File: src/rtl/gb_pkg.sv
// shared constants, types and register codes for the separable gaussian blur
// no dependencies
package gb_pkg;

  localparam int DEF_MAX_RADIUS = 3;
  localparam int DEF_MAX_WIDTH  = 1024;
  localparam int DEF_LANES      = 4;
  localparam int HEIGHT_CAP     = 1024;

  localparam int SAMPLE_W = 8;
  localparam int WEIGHT_W = 16;
  localparam int PROD_W   = SAMPLE_W + WEIGHT_W;
  localparam int ACC_W    = 27;
  localparam int WSUM_W   = 19;
  localparam int REM_W    = 29;
  localparam int POS_W    = 10;
  localparam int ADDR_W   = 5;

  localparam logic [2:0] REG_RADIUS  = 3'd0;
  localparam logic [2:0] REG_WIDTH   = 3'd1;
  localparam logic [2:0] REG_HEIGHT  = 3'd2;
  localparam logic [2:0] REG_CHANNEL = 3'd3;
  localparam logic [2:0] REG_WEIGHT0 = 3'd4;
  localparam logic [2:0] REG_WEIGHT1 = 3'd5;
  localparam logic [2:0] REG_WEIGHT2 = 3'd6;
  localparam logic [2:0] REG_WEIGHT3 = 3'd7;

  typedef struct packed {
    logic clear;
    logic mul;
    logic add;
    logic load;
    logic step;
  } lane_ctrl_t;

endpackage

File: src/rtl/gb_lane.sv
// one channel lane: shared multiply-accumulate and bit-serial rounding divider
// depends on gb_pkg
module gb_lane (
  input  logic                          clk,
  input  gb_pkg::lane_ctrl_t            ctrl,
  input  logic [gb_pkg::SAMPLE_W-1:0]   tap,
  input  logic [gb_pkg::WEIGHT_W-1:0]   weight,
  input  logic [gb_pkg::WSUM_W-1:0]     wsum,
  output logic [gb_pkg::SAMPLE_W-1:0]   quot
);

  logic [gb_pkg::PROD_W-1:0]   prod;
  logic [gb_pkg::ACC_W-1:0]    acc;
  logic [gb_pkg::REM_W-1:0]    rem;
  logic [gb_pkg::REM_W-1:0]    dsh;
  logic [gb_pkg::SAMPLE_W-1:0] q;

  always_ff @(posedge clk) begin
    if (ctrl.mul) begin
      prod <= gb_pkg::PROD_W'(weight) * gb_pkg::PROD_W'(tap);
    end
    if (ctrl.clear) begin
      acc <= '0;
    end else if (ctrl.add) begin
      acc <= acc + gb_pkg::ACC_W'(prod);
    end
    if (ctrl.load) begin
      rem <= gb_pkg::REM_W'({acc, 1'b0}) + gb_pkg::REM_W'(wsum);
      dsh <= gb_pkg::REM_W'({wsum, 1'b0}) << (gb_pkg::SAMPLE_W - 1);
      q   <= '0;
    end else if (ctrl.step) begin
      if (rem >= dsh) begin
        rem <= rem - dsh;
        q   <= {q[gb_pkg::SAMPLE_W-2:0], 1'b1};
      end else begin
        q   <= {q[gb_pkg::SAMPLE_W-2:0], 1'b0};
      end
      dsh <= dsh >> 1;
    end
  end

  assign quot = q;

endmodule

File: config.mk
export PLATFORM = sky130hd
export DESIGN_NAME = gb_lane
export DESIGN_NICKNAME = d
export VERILOG_FILES = /design/src/rtl/gb_pkg.sv /design/src/rtl/gb_lane.sv
export SDC_FILE = /design/constraint.sdc
export NUM_CORES = 1
export LEC_CHECK = 0
export BUFFER_PORTS_ARGS = -buffer_cell sky130_fd_sc_hd__buf_2
export CAP_MARGIN = 20
export CORE_UTILIZATION = 45
export CTS_CLUSTER_DIAMETER = 30
export CTS_CLUSTER_SIZE = 40
export DETAILED_ROUTE_END_ITERATION = 10
export PLACE_DENSITY = 0.61
export SYNTH_ARGS = -nofsm -noshare
export SYNTH_HDL_FRONTEND = slang
export SYNTH_SLANG_ARGS = --single-unit
File: constraint.sdc
create_clock -name clk -period 8.2 [get_ports clk]
set_input_delay 0 -clock clk [delete_from_list [all_inputs] [get_ports clk]]
set_output_delay 0 -clock clk [all_outputs]
set_load 0.02 [all_outputs]
==> results of run 1 <==
## Yosys cell counts, drive strengths merged, types with 27 or more instances
| library cell | number | area share |
|---|---|---|
| nor3 | 28 | 0.012 |
| o21ai | 72 | 0.030 |
| and2 | 102 | 0.053 |
| nand2 | 114 | 0.036 |
| clkbuf | 43 | 0.013 |
| fa | 87 | 0.15 |
| inv | 164 | 0.051 |
| a21o | 39 | 0.024 |
| a21oi | 78 | 0.033 |
| edfxtp | 72 | 0.18 |
| nor2 | 92 | 0.029 |
| mux2i | 35 | 0.029 |
| ha | 113 | 0.12 |
| dfxtp | 43 | 0.072 |
| xnor2 | 52 | 0.038 |
| xor2 | 27 | 0.020 |
## metrics by stage
step / hold WS [ns] / power, mW / utilization / setup WS (ns)
2_1_floorplan: 0.1125 / 3.221 / - / 3.631
3_3_place_gp: 0.3128 / 3.702 / 0.4810 / 3.270
3_5_place_dp: 0.3175 / 3.747 / 0.4810 / 3.193
4_1_cts: 0.02818 / 4.471 / 0.5095 / 3.635
5_1_grt: 0.05102 / 4.899 / 0.5095 / 3.390
6_report: 0.02658 / 4.453 / 0.5095 / 3.606
## final cells by class
cell class / instances / area [um2]
Fill cell: 2487 / 12780
Multi-Input combinational cell: 1016 / 8167
Sequential cell: 115 / 3023
Inverter: 164 / 615.6
Timing Repair Buffer: 79 / 500.5
Clock buffer: 20 / 479.2
Tap cell: 335 / 419.2
Clock inverter: 12 / 73.82
## worst register-to-register path, delay by kind of cell, from the launching register on
kind,cells,cell delay [ns]
compound gates,6,1.97
fa+ha+maj,1,0.29
buf+inv,2,0.49
flops,1,0.41
simple gates,3,0.89
## routing by layer
metal / track usage / vias up
met5: 0 / -
met4: 0.06047 / 0
met3: 0.02298 / 29
met2: 0.3499 / 152
met1: 0.2601 / 4319
li1: - / 4663
## flip-flops by register name (all words and copies together) (netlist names)
signal  cells
rem        29
acc        27
dsh        27
prod       24
quot        8
## report_power, final
part           switching [mW]  internal, mW
Combinational            1.54          1.22
Sequential              0.111         0.891
Clock                   0.271         0.420
## final timing paths
path / startpoint / to / slack [ns]
worst max register to register: dsh[1]$_SDFFE_PP0P_ / rem[1]$_DFFE_PP_ / 3.87
worst min register to register: quot[7]$_SDFFE_PP0P_ / quot[7]$_SDFFE_PP0P_ / 0.49
worst max-delay path: tap[7] / prod[20]$_DFFE_PP_ / 3.61
worst min-delay path: ctrl[4] / acc[26]$_SDFFE_PP0P_ / 0.03
## cell families after synthesis
logic type                 share of synthesized area
buffers and inverters                        0.06591
and+or+nand+nor                               0.1744
AOI/OAI and AO/OA                             0.1559
DFF                                           0.2524
xor gates and xnor gates                     0.05776
muxes                                        0.03019
adders and majority gates                     0.2634
## repair_timing
item / in CTS / in global routing
endpoints found under the hold margin: 20 / 0
setup buffers: 0 / 0
hold buffers: 19 / 0
==> PnR_summary.wiki, run 1 <==
{| class="wikitable"
! Metric !! Value
|-
| CP Launch Type || input pin
|-
| Antenna violations before repair || 0
|-
| Clk_lat worst skew || 0.42 ns
|-
| HPWL reported at the end of detailed placement || 20,340 um
|-
| Worst Hold Path Cells || 2
|-
| Hold/Removal Path Class || input pin to flop
|-
| Metal-1 WL || 12,160 um
|-
| TritonCTS clock tree || done
|-
| Worst endpoint required time || 8.36 ns
|-
| Gate count after technology mapping || 1,341
|-
| Cell count along the critical path || 18
|-
| Length of routed met3 wiring || 633 um
|-
| Total track usage || 0.2010
|-
| Unrepaired setup endpoints after global routing || no
|-
| Cell-by-cell trace of the critical path || buf_2 -> nand2_1 -> fa_1 -> fa_1 -> inv_1 -> fa_1 -> inv_1 -> fa_1 -> inv_1 -> ha_1 -> o21a_1 -> o21a_1 -> o221a_2 -> o31ai_1 -> a211o_1 -> o21bai_1 -> a21oi_1 -> xnor2_1
|-
| Met2 WL post-DR || 12,370 um
|-
| Highest metal layer with signal wires || met4
|-
| Die span in x || 165.2 um
|-
| 1st-iter DRT viols || 399
|-
| Critical path's most frequent cell || sky130_fd_sc_hd__fa_1
|-
| Master cell of the clock root buffer || sky130_fd_sc_hd__clkbuf_16
|-
| Main flop type after synthesis || sky130_fd_sc_hd__edfxtp_1
|-
| Sinks on Clock Net || 115
|-
| Slew @ Worst Pin || 0.8169 ns
|-
| VDD IR max || 155.3 uV
|-
| Distinct cell type count of the synthesized netlist || 63
|-
| Leakage power || 6.096 nW
|-
| Most frequent cells in the layout || sky130_fd_sc_hd__inv_1, sky130_fd_sc_hd__nand2_1, sky130_fd_sc_hd__ha_1
|-
| Area grow syn2layout || 10.84%
|-
| Residual DRC count || 0
|-
| Final hold violations || 0
|-
| Inst Count DP || 1,690
|-
| Crit. End Element || flop
|-
| Chip height || 165.2 um
|-
| Final weighted congestion in routability-driven placement || 0.8940
|-
| Async set-or-reset flop fraction in the synthesized netlist || 0
|-
| Wire length of the first global-routing pass || 43,750 um
|-
| Total of flip-flops plus latches after synthesis || 115
|-
| Overflow after GRT || 0
|-
| Clock Skew || 0.009631 ns
|-
| Run status || completed
|-
| Arrival time at the worst endpoint || 4.76 ns
|-
| Cell family with most CP delay || adder cells
|-
| Effective utilization at floorplan || 0.4597
|-
| Floorplan row count || 59
|-
| Slew Limit Headroom || 0.4483
|-
| Post-synthesis cell area || 11,980 um2
|-
| Total Nets Final || 1,642
|-
| Critical-path cell with the highest stage delay || sky130_fd_sc_hd__fa_1
|-
| Clock transition at the registers of the reported paths || 0.05 ns
|-
| H-tree depth || 4
|-
| # resized after CTS || 0
|-
| Layout cell share with drive strength beyond 1 || 0.07824
|-
| FF-to-FF path depth || 12
|-
| Number of pins with negative max-slew slack in the final report || 0
|-
| First-pass DRT Iterations || 5
|-
| Max incr delay on CP || 0.56 ns
|-
| Final Instance Count excl. Fillers || 1,741
|-
| Number of port buffers || 56
|-
| Core area || 26,060 um2
|-
| Power per unit of standard cell area || 335.4 nW/um2
|-
| Count of flip-flops with a built-in enable after synthesis || 72
|-
| Mean area per synthesized cell || 8.933 um2
|-
| Post-Route Setup TNS || 0 ns
|-
| Number of global-route vias before repair || 9,119
|-
| Most frequent standard cell in the layout excluding fill and tap cells || sky130_fd_sc_hd__inv_1
|-
| Max-capacitance violation count || 0
|-
| DRT Wirelength || 25,580 um
|-
| Time the final worst path needs with I/O delays and setup || 4.594 ns
|-
| Largest net degree at the start of global routing || 68
|-
| ANT nets after route || 0
|-
| Post-place instance area || 12,530 um2
|-
| Setup Crit Path Kind || input pin to flop
|-
| Antenna diode instance count || 0
|-
| Die Outline Area || 27,280 um2
|-
| Wire length per cell after detailed routing || 14.69 um
|-
| Net count after synthesis || 1,590
|-
| Sequential element share of the synthesized area || 0.2524
|-
| Number of top-level design ports || 57
|-
| Number of failing setup endpoints in the final timing report || 0
|-
| Routed vias || 9,163
|-
| Critical path buffer and inverter count || 4
|-
| Vias per inst || 5.263
|-
| Deepest clock path buffer count || 2
|-
| Syn. warnings || 0
|-
| Maximum fanout encountered on the critical timing path || 16
|-
| Fin area || 13,280 um2
|-
| F_max || 217.7 MHz
|-
| Final critical-path share of the clock period || 0.5603
|-
| Clock buffer count from CTS || 17
|}
Power figures use the tool's default switching activity.
==> run 2: changes to the inputs <==
--- a/config.mk
+++ b/config.mk
@@ -11,7 +11,7 @@
 export CTS_CLUSTER_DIAMETER = 30
 export CTS_CLUSTER_SIZE = 40
 export DETAILED_ROUTE_END_ITERATION = 10
-export PLACE_DENSITY = 0.61
+export PLACE_DENSITY = 0.64
 export SYNTH_ARGS = -nofsm -noshare
 export SYNTH_HDL_FRONTEND = slang
 export SYNTH_SLANG_ARGS = --single-unit
==> constraint.sdc (replaced) <==
create_clock -name clk -period 4.1 [get_ports clk]
set_input_delay 0 -clock clk [delete_from_list [all_inputs] [get_ports clk]]
set_output_delay 0 -clock clk [all_outputs]
set_load 0.02 [all_outputs]
==> run 2 against run 1 <==
Register-to-register slack got worse by 3.1 ns; cell area increased by 5.4%; worst hold slack improved by 0.0099 ns; first-iteration DRC count increased by 21%; non-clock buffer count increased by 65; via count increased by 2.6%; global-route usage decreased by 0.33 points; sequential share of layout area decreased by 1.2 points; flip-flop and latch count unchanged; total power increased by 120%; cell count increased by 3.7%; clock skew about the same.
==> PnR_summary.wiki, run 2 (same netlist as run 1, synthesis figures left out) <==
{| class="wikitable"
! Metric !! Value
|-
| HPWL reported at the end of detailed placement || 20,840 um (+2.5%)
|-
| Sinks on Clock Net || 115 (unchanged)
|-
| Largest registers ranked by flip-flop count || rem: 29 flops, acc: 27 flops, dsh: 27 flops
|-
| H-tree depth || 4 (unchanged)
|-
| Total track usage || 0.1977 (-0.003340)
|-
| Most frequent standard cell in the layout excluding fill and tap cells || sky130_fd_sc_hd__inv_1
|-
| Clock buffer count from CTS || 17 (unchanged)
|-
| Number of port buffers || 56 (unchanged)
|-
| Largest net degree at the start of global routing || 50 (-26%)
|-
| Vias per inst || 5.206 (-1.1%)
|-
| Antenna violations before repair || 0 (unchanged)
|-
| Time the final worst path needs with I/O delays and setup || 3.997 ns
|-
| Effective utilization at floorplan || 0.4597 (unchanged)
|-
| 1st-iter DRT viols || 484 (+21%)
|-
| Number of failing setup endpoints in the final timing report || 0 (unchanged)
|-
| Final Core Density || 0.5369 (+0.02732)
|-
| F_max || 250.2 MHz
|-
| Clock transition at the registers of the reported paths || 0.05 ns (about the same)
|-
| Launch point of the worst hold path || ctrl[0]
|-
| TritonCTS clock tree || done
|-
| Crit path from || tap[2]
|-
| Flip-flop count of the largest register, all copies and words added || 29 (unchanged)
|-
| Max-capacitance violation count || 0 (unchanged)
|-
| Setup Crit Path Kind || input pin to flop
|-
| Antenna diode instance count || 0 (unchanged)
|-
| First-pass DRT Iterations || 5 (unchanged)
|-
| Hold/Removal Path Class || input pin to flop
|-
| Worst endpoint required time || 4.27 ns (-4.09 ns)
|-
| Crit. End Element || flop
|-
| Wire length of the first global-routing pass || 43,300 um (-1.0%)
|-
| Number of pins with negative max-slew slack in the final report || 0 (unchanged)
|-
| Slew @ Worst Pin || 0.6475 ns (-0.1694 ns)
|-
| Worst Hold Slack || 0.03651 ns (+0.009930 ns)
|-
| Clock Skew || 0.009431 ns (-0.0002004 ns)
|-
| Floorplan row count || 59 (unchanged)
|-
| Most frequent cells in the layout || sky130_fd_sc_hd__inv_1, sky130_fd_sc_hd__nand2_1, sky130_fd_sc_hd__ha_1
|-
| Die Outline Area || 27,280 um2 (unchanged)
|-
| Top reg by flops || rem
|-
| RR Startpoint || dsh[1]$_SDFFE_PP0P_
|-
| Deepest clock path buffer count || 2 (unchanged)
|-
| CP Launch Type || input pin
|-
| Power per unit of standard cell area || 690.0 nW/um2 (+110%)
|-
| Residual DRC count || 0 (unchanged)
|-
| Overflow after GRT || 0 (unchanged)
|-
| ANT nets after route || 0 (unchanged)
|-
| Setup WS post-layout || 0.1030 ns (-3.503 ns)
|-
| Chip height || 165.2 um (unchanged)
|-
| Master cell of the clock root buffer || sky130_fd_sc_hd__clkbuf_16
|-
| Minimum setup slack after placement || -0.4442 ns (-3.638 ns)
|-
| Number of top-level design ports || 57 (unchanged)
|-
| Layout cell share with drive strength beyond 1 || 0.1400 (+0.06180)
|-
| Wire length per cell after detailed routing || 14.22 um (-3.2%)
|-
| Total Nets Final || 1,707 (+4.0%)
|-
| Final critical-path share of the clock period || 0.9749
|-
| Slew Limit Headroom || 0.5683 (+0.1200)
|-
| Maximum fanout encountered on the critical timing path || 8 (-8)
|-
| Post-Route Setup TNS || 0 ns (unchanged)
|-
| DRT Wirelength || 25,680 um (+0.39%)
|-
| Leakage power || 6.454 nW (+5.9%)
|-
| Core area || 26,060 um2 (unchanged)
|-
| VDD IR max || 374.5 uV (+140%)
|-
| Run status || completed
|-
| Final hold violations || 0 (unchanged)
|-
| Final weighted congestion in routability-driven placement || 0.8843 (-1.1%)
|-
| Arrival time at the worst endpoint || 4.17 ns (-0.59 ns)
|-
| Routed vias || 9,402 (+2.6%)
|-
| Number of global-route vias before repair || 9,333 (+2.3%)
|-
| Clk_lat worst skew || 0.42 ns (about the same)
|-
| Area grow syn2layout || 16.79%
|-
| Die span in x || 165.2 um (unchanged)
|}
[run 2: cell types whose count changed in the layout (fill, tap and decap cells not counted), moves of 3 or more]
| cell | before | now |
|---|---|---|
| sky130_fd_sc_hd__ha_4 | 0 | 7 |
| sky130_fd_sc_hd__o21ai_0 | 67 | 62 |
| sky130_fd_sc_hd__nand2_1 | 114 | 109 |
| sky130_fd_sc_hd__buf_4 | 4 | 66 |
| sky130_fd_sc_hd__nand2_2 | 0 | 3 |
| sky130_fd_sc_hd__and2_4 | 0 | 3 |
| sky130_fd_sc_hd__buf_6 | 0 | 3 |
| sky130_fd_sc_hd__ha_1 | 113 | 106 |
| sky130_fd_sc_hd__and2_1 | 102 | 99 |
| sky130_fd_sc_hd__o21ai_1 | 5 | 8 |
[run 2: worst max-delay path: stages]
cell and delay [ns]:
sky130_fd_sc_hd__buf_4 0.15, sky130_fd_sc_hd__buf_6 0.13, sky130_fd_sc_hd__and2_4 0.13, sky130_fd_sc_hd__fa_1 0.56, sky130_fd_sc_hd__fa_1 0.45, sky130_fd_sc_hd__fa_1 0.54, sky130_fd_sc_hd__inv_1 0.05, sky130_fd_sc_hd__fa_1 0.52
sky130_fd_sc_hd__inv_1 0.06, sky130_fd_sc_hd__ha_4 0.28, sky130_fd_sc_hd__a21o_1 0.13, sky130_fd_sc_hd__a21o_1 0.12, sky130_fd_sc_hd__a21o_1 0.16, sky130_fd_sc_hd__nor3_1 0.06, sky130_fd_sc_hd__a211o_1 0.35, sky130_fd_sc_hd__o31ai_2 0.23
sky130_fd_sc_hd__a21oi_1 0.11, sky130_fd_sc_hd__xnor2_1 0.13
[run 2: cell type report]
class                   instances  area [um2]
repair buffers                144        1005
well taps                     335       419.2
inverters                     164       615.6
clock buffers                  21       503.0
multi-input cells            1016        8357
fillers                      2399       12070
flip-flops and latches        115        3023
clock inverters                11       67.56
[run 2: metal layers]
metal,vias to the layer above,wire length (um),global-route usage
li1,4802,-,-
met1,4388,11920,0.2492
met2,169,12530,0.3488
met3,43,697,0.02547
met4,0,530,0.06172
met5,-,0,0
[run 2: power by group]
group / leakage (nW) / switching [mW] / internal (mW)
registers: 1.09 / 0.220 / 1.78
clock network: 0.291 / 0.542 / 0.873
logic: 5.08 / 3.32 / 2.92
[run 2: final timing paths]
check,endpoint,slack (ns),cells past startpoint
worst max-delay path,prod[22]$_DFFE_PP_,0.10,18
worst max register to register,rem[18]$_DFFE_PP_,0.77,13
worst min register to register,quot[7]$_SDFFE_PP0P_,0.49,2
worst min-delay path,quot[1]$_SDFFE_PP0P_,0.04,3
[run 2: timing repair]
action	CTS	global route
endpoints found under the setup margin	0	10
endpoints found under the hold margin	20	0
gates resized for setup	0	27
buffers inserted	0	0
hold buffers	19	0
[run 2: per-stage QoR]
step / power [mW] / std cells / instance area [um2]
after floorplan: 6.603 / 1341 / 12170
after global placement: 7.956 / 1754 / 13130
after detailed placement: 8.085 / 1754 / 13130
after CTS: 9.569 / 1805 / 13890
after global routing: 10.57 / 1806 / 13990
final: 9.653 / 1806 / 13990
==> run 3: changes to the inputs <==
--- a/config.mk
+++ b/config.mk
@@ -7,11 +7,12 @@
 export LEC_CHECK = 0
 export BUFFER_PORTS_ARGS = -buffer_cell sky130_fd_sc_hd__buf_2
 export CAP_MARGIN = 20
-export CORE_UTILIZATION = 45
+export CORE_UTILIZATION = 34
 export CTS_CLUSTER_DIAMETER = 30
 export CTS_CLUSTER_SIZE = 40
 export DETAILED_ROUTE_END_ITERATION = 10
-export PLACE_DENSITY = 0.64
+export PLACE_DENSITY = 0.51
+export SLEW_MARGIN = 20
 export SYNTH_ARGS = -nofsm -noshare
 export SYNTH_HDL_FRONTEND = slang
 export SYNTH_SLANG_ARGS = --single-unit
==> run 3 against run 2 <==
Sequential share of layout area down 0.28 points; total power about the same; flip-flop and latch count unchanged; utilization down 13 points; sequential power about the same; cell count up 6.8%; clock skew about the same; global-route usage down 4.3 points; first-iteration DRC count down 30%; critical path type unchanged; highest routed layer unchanged.
==> PnR_summary.wiki, run 3 (same netlist as run 1, synthesis figures left out) <==
{| class="wikitable"
! Metric !! Value
|-
| Overflow after GRT || 0 (unchanged)
|-
| Chip height || 189.7 um (+15%)
|-
| Worst Hold Path Cells || 2 (-1)
|-
| Final hold violations || 0 (unchanged)
|-
| Number of pins with negative max-slew slack in the final report || 0 (unchanged)
|-
| Clk_lat worst skew || 0.42 ns (about the same)
|-
| Residual DRC count || 0 (unchanged)
|-
| Worst Hold Slack || 0.01663 ns (-0.01989 ns)
|-
| Final critical-path share of the clock period || 0.9579 (-0.01697)
|-
| Launch point of the worst hold path || ctrl[4]
|-
| Slew Limit Headroom || 0.4470 (-0.1214)
|-
| ANT nets after route || 0 (unchanged)
|-
| Flip-flop count of the largest register, all copies and words added || 29 (unchanged)
|-
| Footprint of the multi-input gates || 8353 um2 (about the same)
|-
| Wire length of the first global-routing pass || 45,550 um (+5.2%)
|-
| Final weighted congestion in routability-driven placement || 0.8472 (-4.2%)
|-
| 1st-iter DRT viols || 341 (-30%)
|-
| Critical path's most frequent cell || sky130_fd_sc_hd__fa_1
|-
| Die Outline Area || 35,990 um2 (+32%)
|-
| Time the final worst path needs with I/O delays and setup || 3.927 ns (-0.06958 ns)
|-
| Layout cell share with drive strength beyond 1 || 0.1398 (-0.0002850)
|-
| Leakage power || 6.461 nW (+0.11%)
|-
| Effective utilization at floorplan || 0.3459 (-0.1138)
|-
| R2R Path End || rem[14]$_DFFE_PP_
|-
| Most frequent standard cell in the layout excluding fill and tap cells || sky130_fd_sc_hd__inv_1
|-
| Cell family with most CP delay || adder cells
|-
| Worst-case register-to-register setup slack || 0.84 ns (+0.07 ns)
|-
| Sequential cell area || 3023 um2 (unchanged)
|-
| Fillcell total || 3,476 (+45%)
|-
| Run status || completed
|-
| CP Launch Type || input pin
|-
| FF-to-FF path depth || 14 (+1)
|-
| H-tree depth || 4 (unchanged)
|-
| Arrival time at the worst endpoint || 4.09 ns (-0.08 ns)
|-
| Total Nets Final || 1,710 (+0.18%)
|-
| Met2 track demand over resource in global routing || 0.2666 (-0.08225)
|-
| Die span in x || 189.7 um (+15%)
|-
| Routed vias || 9,328 (-0.79%)
|-
| Met1 track demand over resource in global routing || 0.2039 (-0.04525)
|-
| Antenna violations before repair || 0 (unchanged)
|-
| Number of global-route vias before repair || 9,538 (+2.2%)
|-
| Fin area || 14,180 um2 (+1.3%)
|-
| Most frequent cells in the layout || sky130_fd_sc_hd__inv_1, sky130_fd_sc_hd__nand2_1, sky130_fd_sc_hd__ha_1
|-
| Number of failing setup endpoints in the final timing report || 0 (unchanged)
|-
| Largest registers ranked by flip-flop count || rem: 29 flops, acc: 27 flops, dsh: 27 flops
|-
| VDD IR max || 347.4 uV (-7.2%)
|-
| DRT Wirelength || 26,900 um (+4.8%)
|-
| Most Used Layer, Global Route || met2
|-
| Cell-by-cell trace of the critical path || buf_4 -> buf_6 -> and2_1 -> fa_2 -> fa_1 -> fa_1 -> inv_1 -> fa_1 -> inv_1 -> ha_4 -> nand2_1 -> nor2_2 -> nand3_1 -> a211oi_2 -> nor2_1 -> a211o_1 -> o21ai_1 -> nand3_1
|-
| Vias per inst || 4.836 (-7.1%)
|-
| Power per unit of standard cell area || 681.3 nW/um2 (-1.3%)
|-
| Floorplan row count || 68 (+15%)
|-
| Largest net degree at the start of global routing || 41 (-18%)
|-
| Total track usage || 0.1547 (-0.04293)
|-
| Core area || 34,630 um2 (+33%)
|-
| Area grow syn2layout || 18.34%
|-
| Worst Hold Path EP || acc[26]$_SDFFE_PP0P_
|-
| Max-capacitance violation count || 0 (unchanged)
|-
| Post-place instance area || 13,290 um2 (+1.2%)
|-
| Clock transition at the registers of the reported paths || 0.06 ns (about the same)
|-
| HPWL reported at the end of detailed placement || 21,730 um (+4.3%)
|-
| Wire length per cell after detailed routing || 13.95 um (-1.9%)
|-
| Critical-path cell with the highest stage delay || sky130_fd_sc_hd__fa_2
|-
| First-pass DRT Iterations || 5 (unchanged)
|-
| Worst endpoint required time || 4.26 ns (about the same)
|-
| Master cell of the clock root buffer || sky130_fd_sc_hd__clkbuf_16
|-
| Clock buffer count from CTS || 17 (unchanged)
|-
| Number of top-level design ports || 57 (unchanged)
|-
| Met3 Resource Use GR || 0.02084 (-0.004630)
|-
| Clock Skew || 0.009461 ns (+0.00003025 ns)
|-
| TritonCTS clock tree || done
|-
| Sinks on Clock Net || 115 (unchanged)
|-
| Setup Crit Path Kind || input pin to flop
|-
| Max incr delay on CP || 0.58 ns (+0.02 ns)
|-
| Slew @ Worst Pin || 0.8296 ns (+0.1820 ns)
|-
| Antenna diode instance count || 0 (unchanged)
|-
| F_max || 254.6 MHz (+1.8%)
|-
| Top reg by flops || rem
|-
| Deepest clock path buffer count || 2 (unchanged)
|-
| Critical path buffer and inverter count || 4 (unchanged)
|-
| Number of port buffers || 56 (unchanged)
|-
| Hold/Removal Path Class || input pin to flop
|-
| RR Startpoint || dsh[1]$_SDFFE_PP0P_
|-
| Maximum fanout encountered on the critical timing path || 8 (unchanged)
|-
| Crit. End Element || flop
|}
==> run 3: layout make-up <==
type,instances,area share
multi-input combinational,1016,0.5892
sequential,115,0.2132
timing repair buffer,147,0.07299
inverter,164,0.04342
tap,455,0.04016
clock buffer,20,0.03451
clock inverter,12,0.006443
==> run 3: through the flow <==
step	std cells	total power, mW	TNS [ns]	worst slack [ns]	util
2_1_floorplan	1341	6.603	-0.01614	-0.01614	-
3_3_place_gp	1875	8.084	-3.189	-0.3935	0.3838
3_5_place_dp	1875	8.128	-3.602	-0.4678	0.3838
4_1_cts	1926	9.639	0	0.03611	0.4061
5_1_grt	1929	10.61	-0.005747	-0.005747	0.4094
6_report	1929	9.658	0	0.1726	0.4094
==> run 3: where the power goes <==
part | switching [mW] | total (mW) | internal [mW] | leakage, nW
clock | 0.571 | 1.44 | 0.867 | 0.288
sequential | 0.221 | 2.00 | 1.78 | 1.09
combinational | 3.31 | 6.22 | 2.91 | 5.09
total | 4.10 | 9.66 | 5.56 | 6.46
==> run 3: metal layers <==
metal,wire [um],part of all wire,vias up
met5,0,0,-
met4,335,0.012,0
met2,12730,0.47,130
met1,13280,0.49,4367
met3,552,0.021,26
li1,-,-,4805
==> run 3: how the worst max path moves through the flow <==
stage                       from            endpoint  cells after the start
after floorplan           tap[4]  prod[22]$_DFFE_PP_                     18
after global placement    tap[4]  prod[23]$_DFFE_PP_                     17
after detailed placement  tap[4]  prod[23]$_DFFE_PP_                     17
after CTS                 tap[4]  prod[23]$_DFFE_PP_                     17
after global routing      tap[2]  prod[20]$_DFFE_PP_                     18
final                     tap[2]  prod[21]$_DFFE_PP_                     18
==> run 3: repair_timing <==
| item | CTS | global route |
|---|---|---|
| hold buffers | 19 | 0 |
| pin swaps | 0 | 29 |
| endpoints found under the setup margin | 2 | 5 |
| gates cloned | 0 | 2 |
| resized for setup | 1 | 28 |
| endpoints found under the hold margin | 20 | 0 |
| buffers inserted | 0 | 1 |
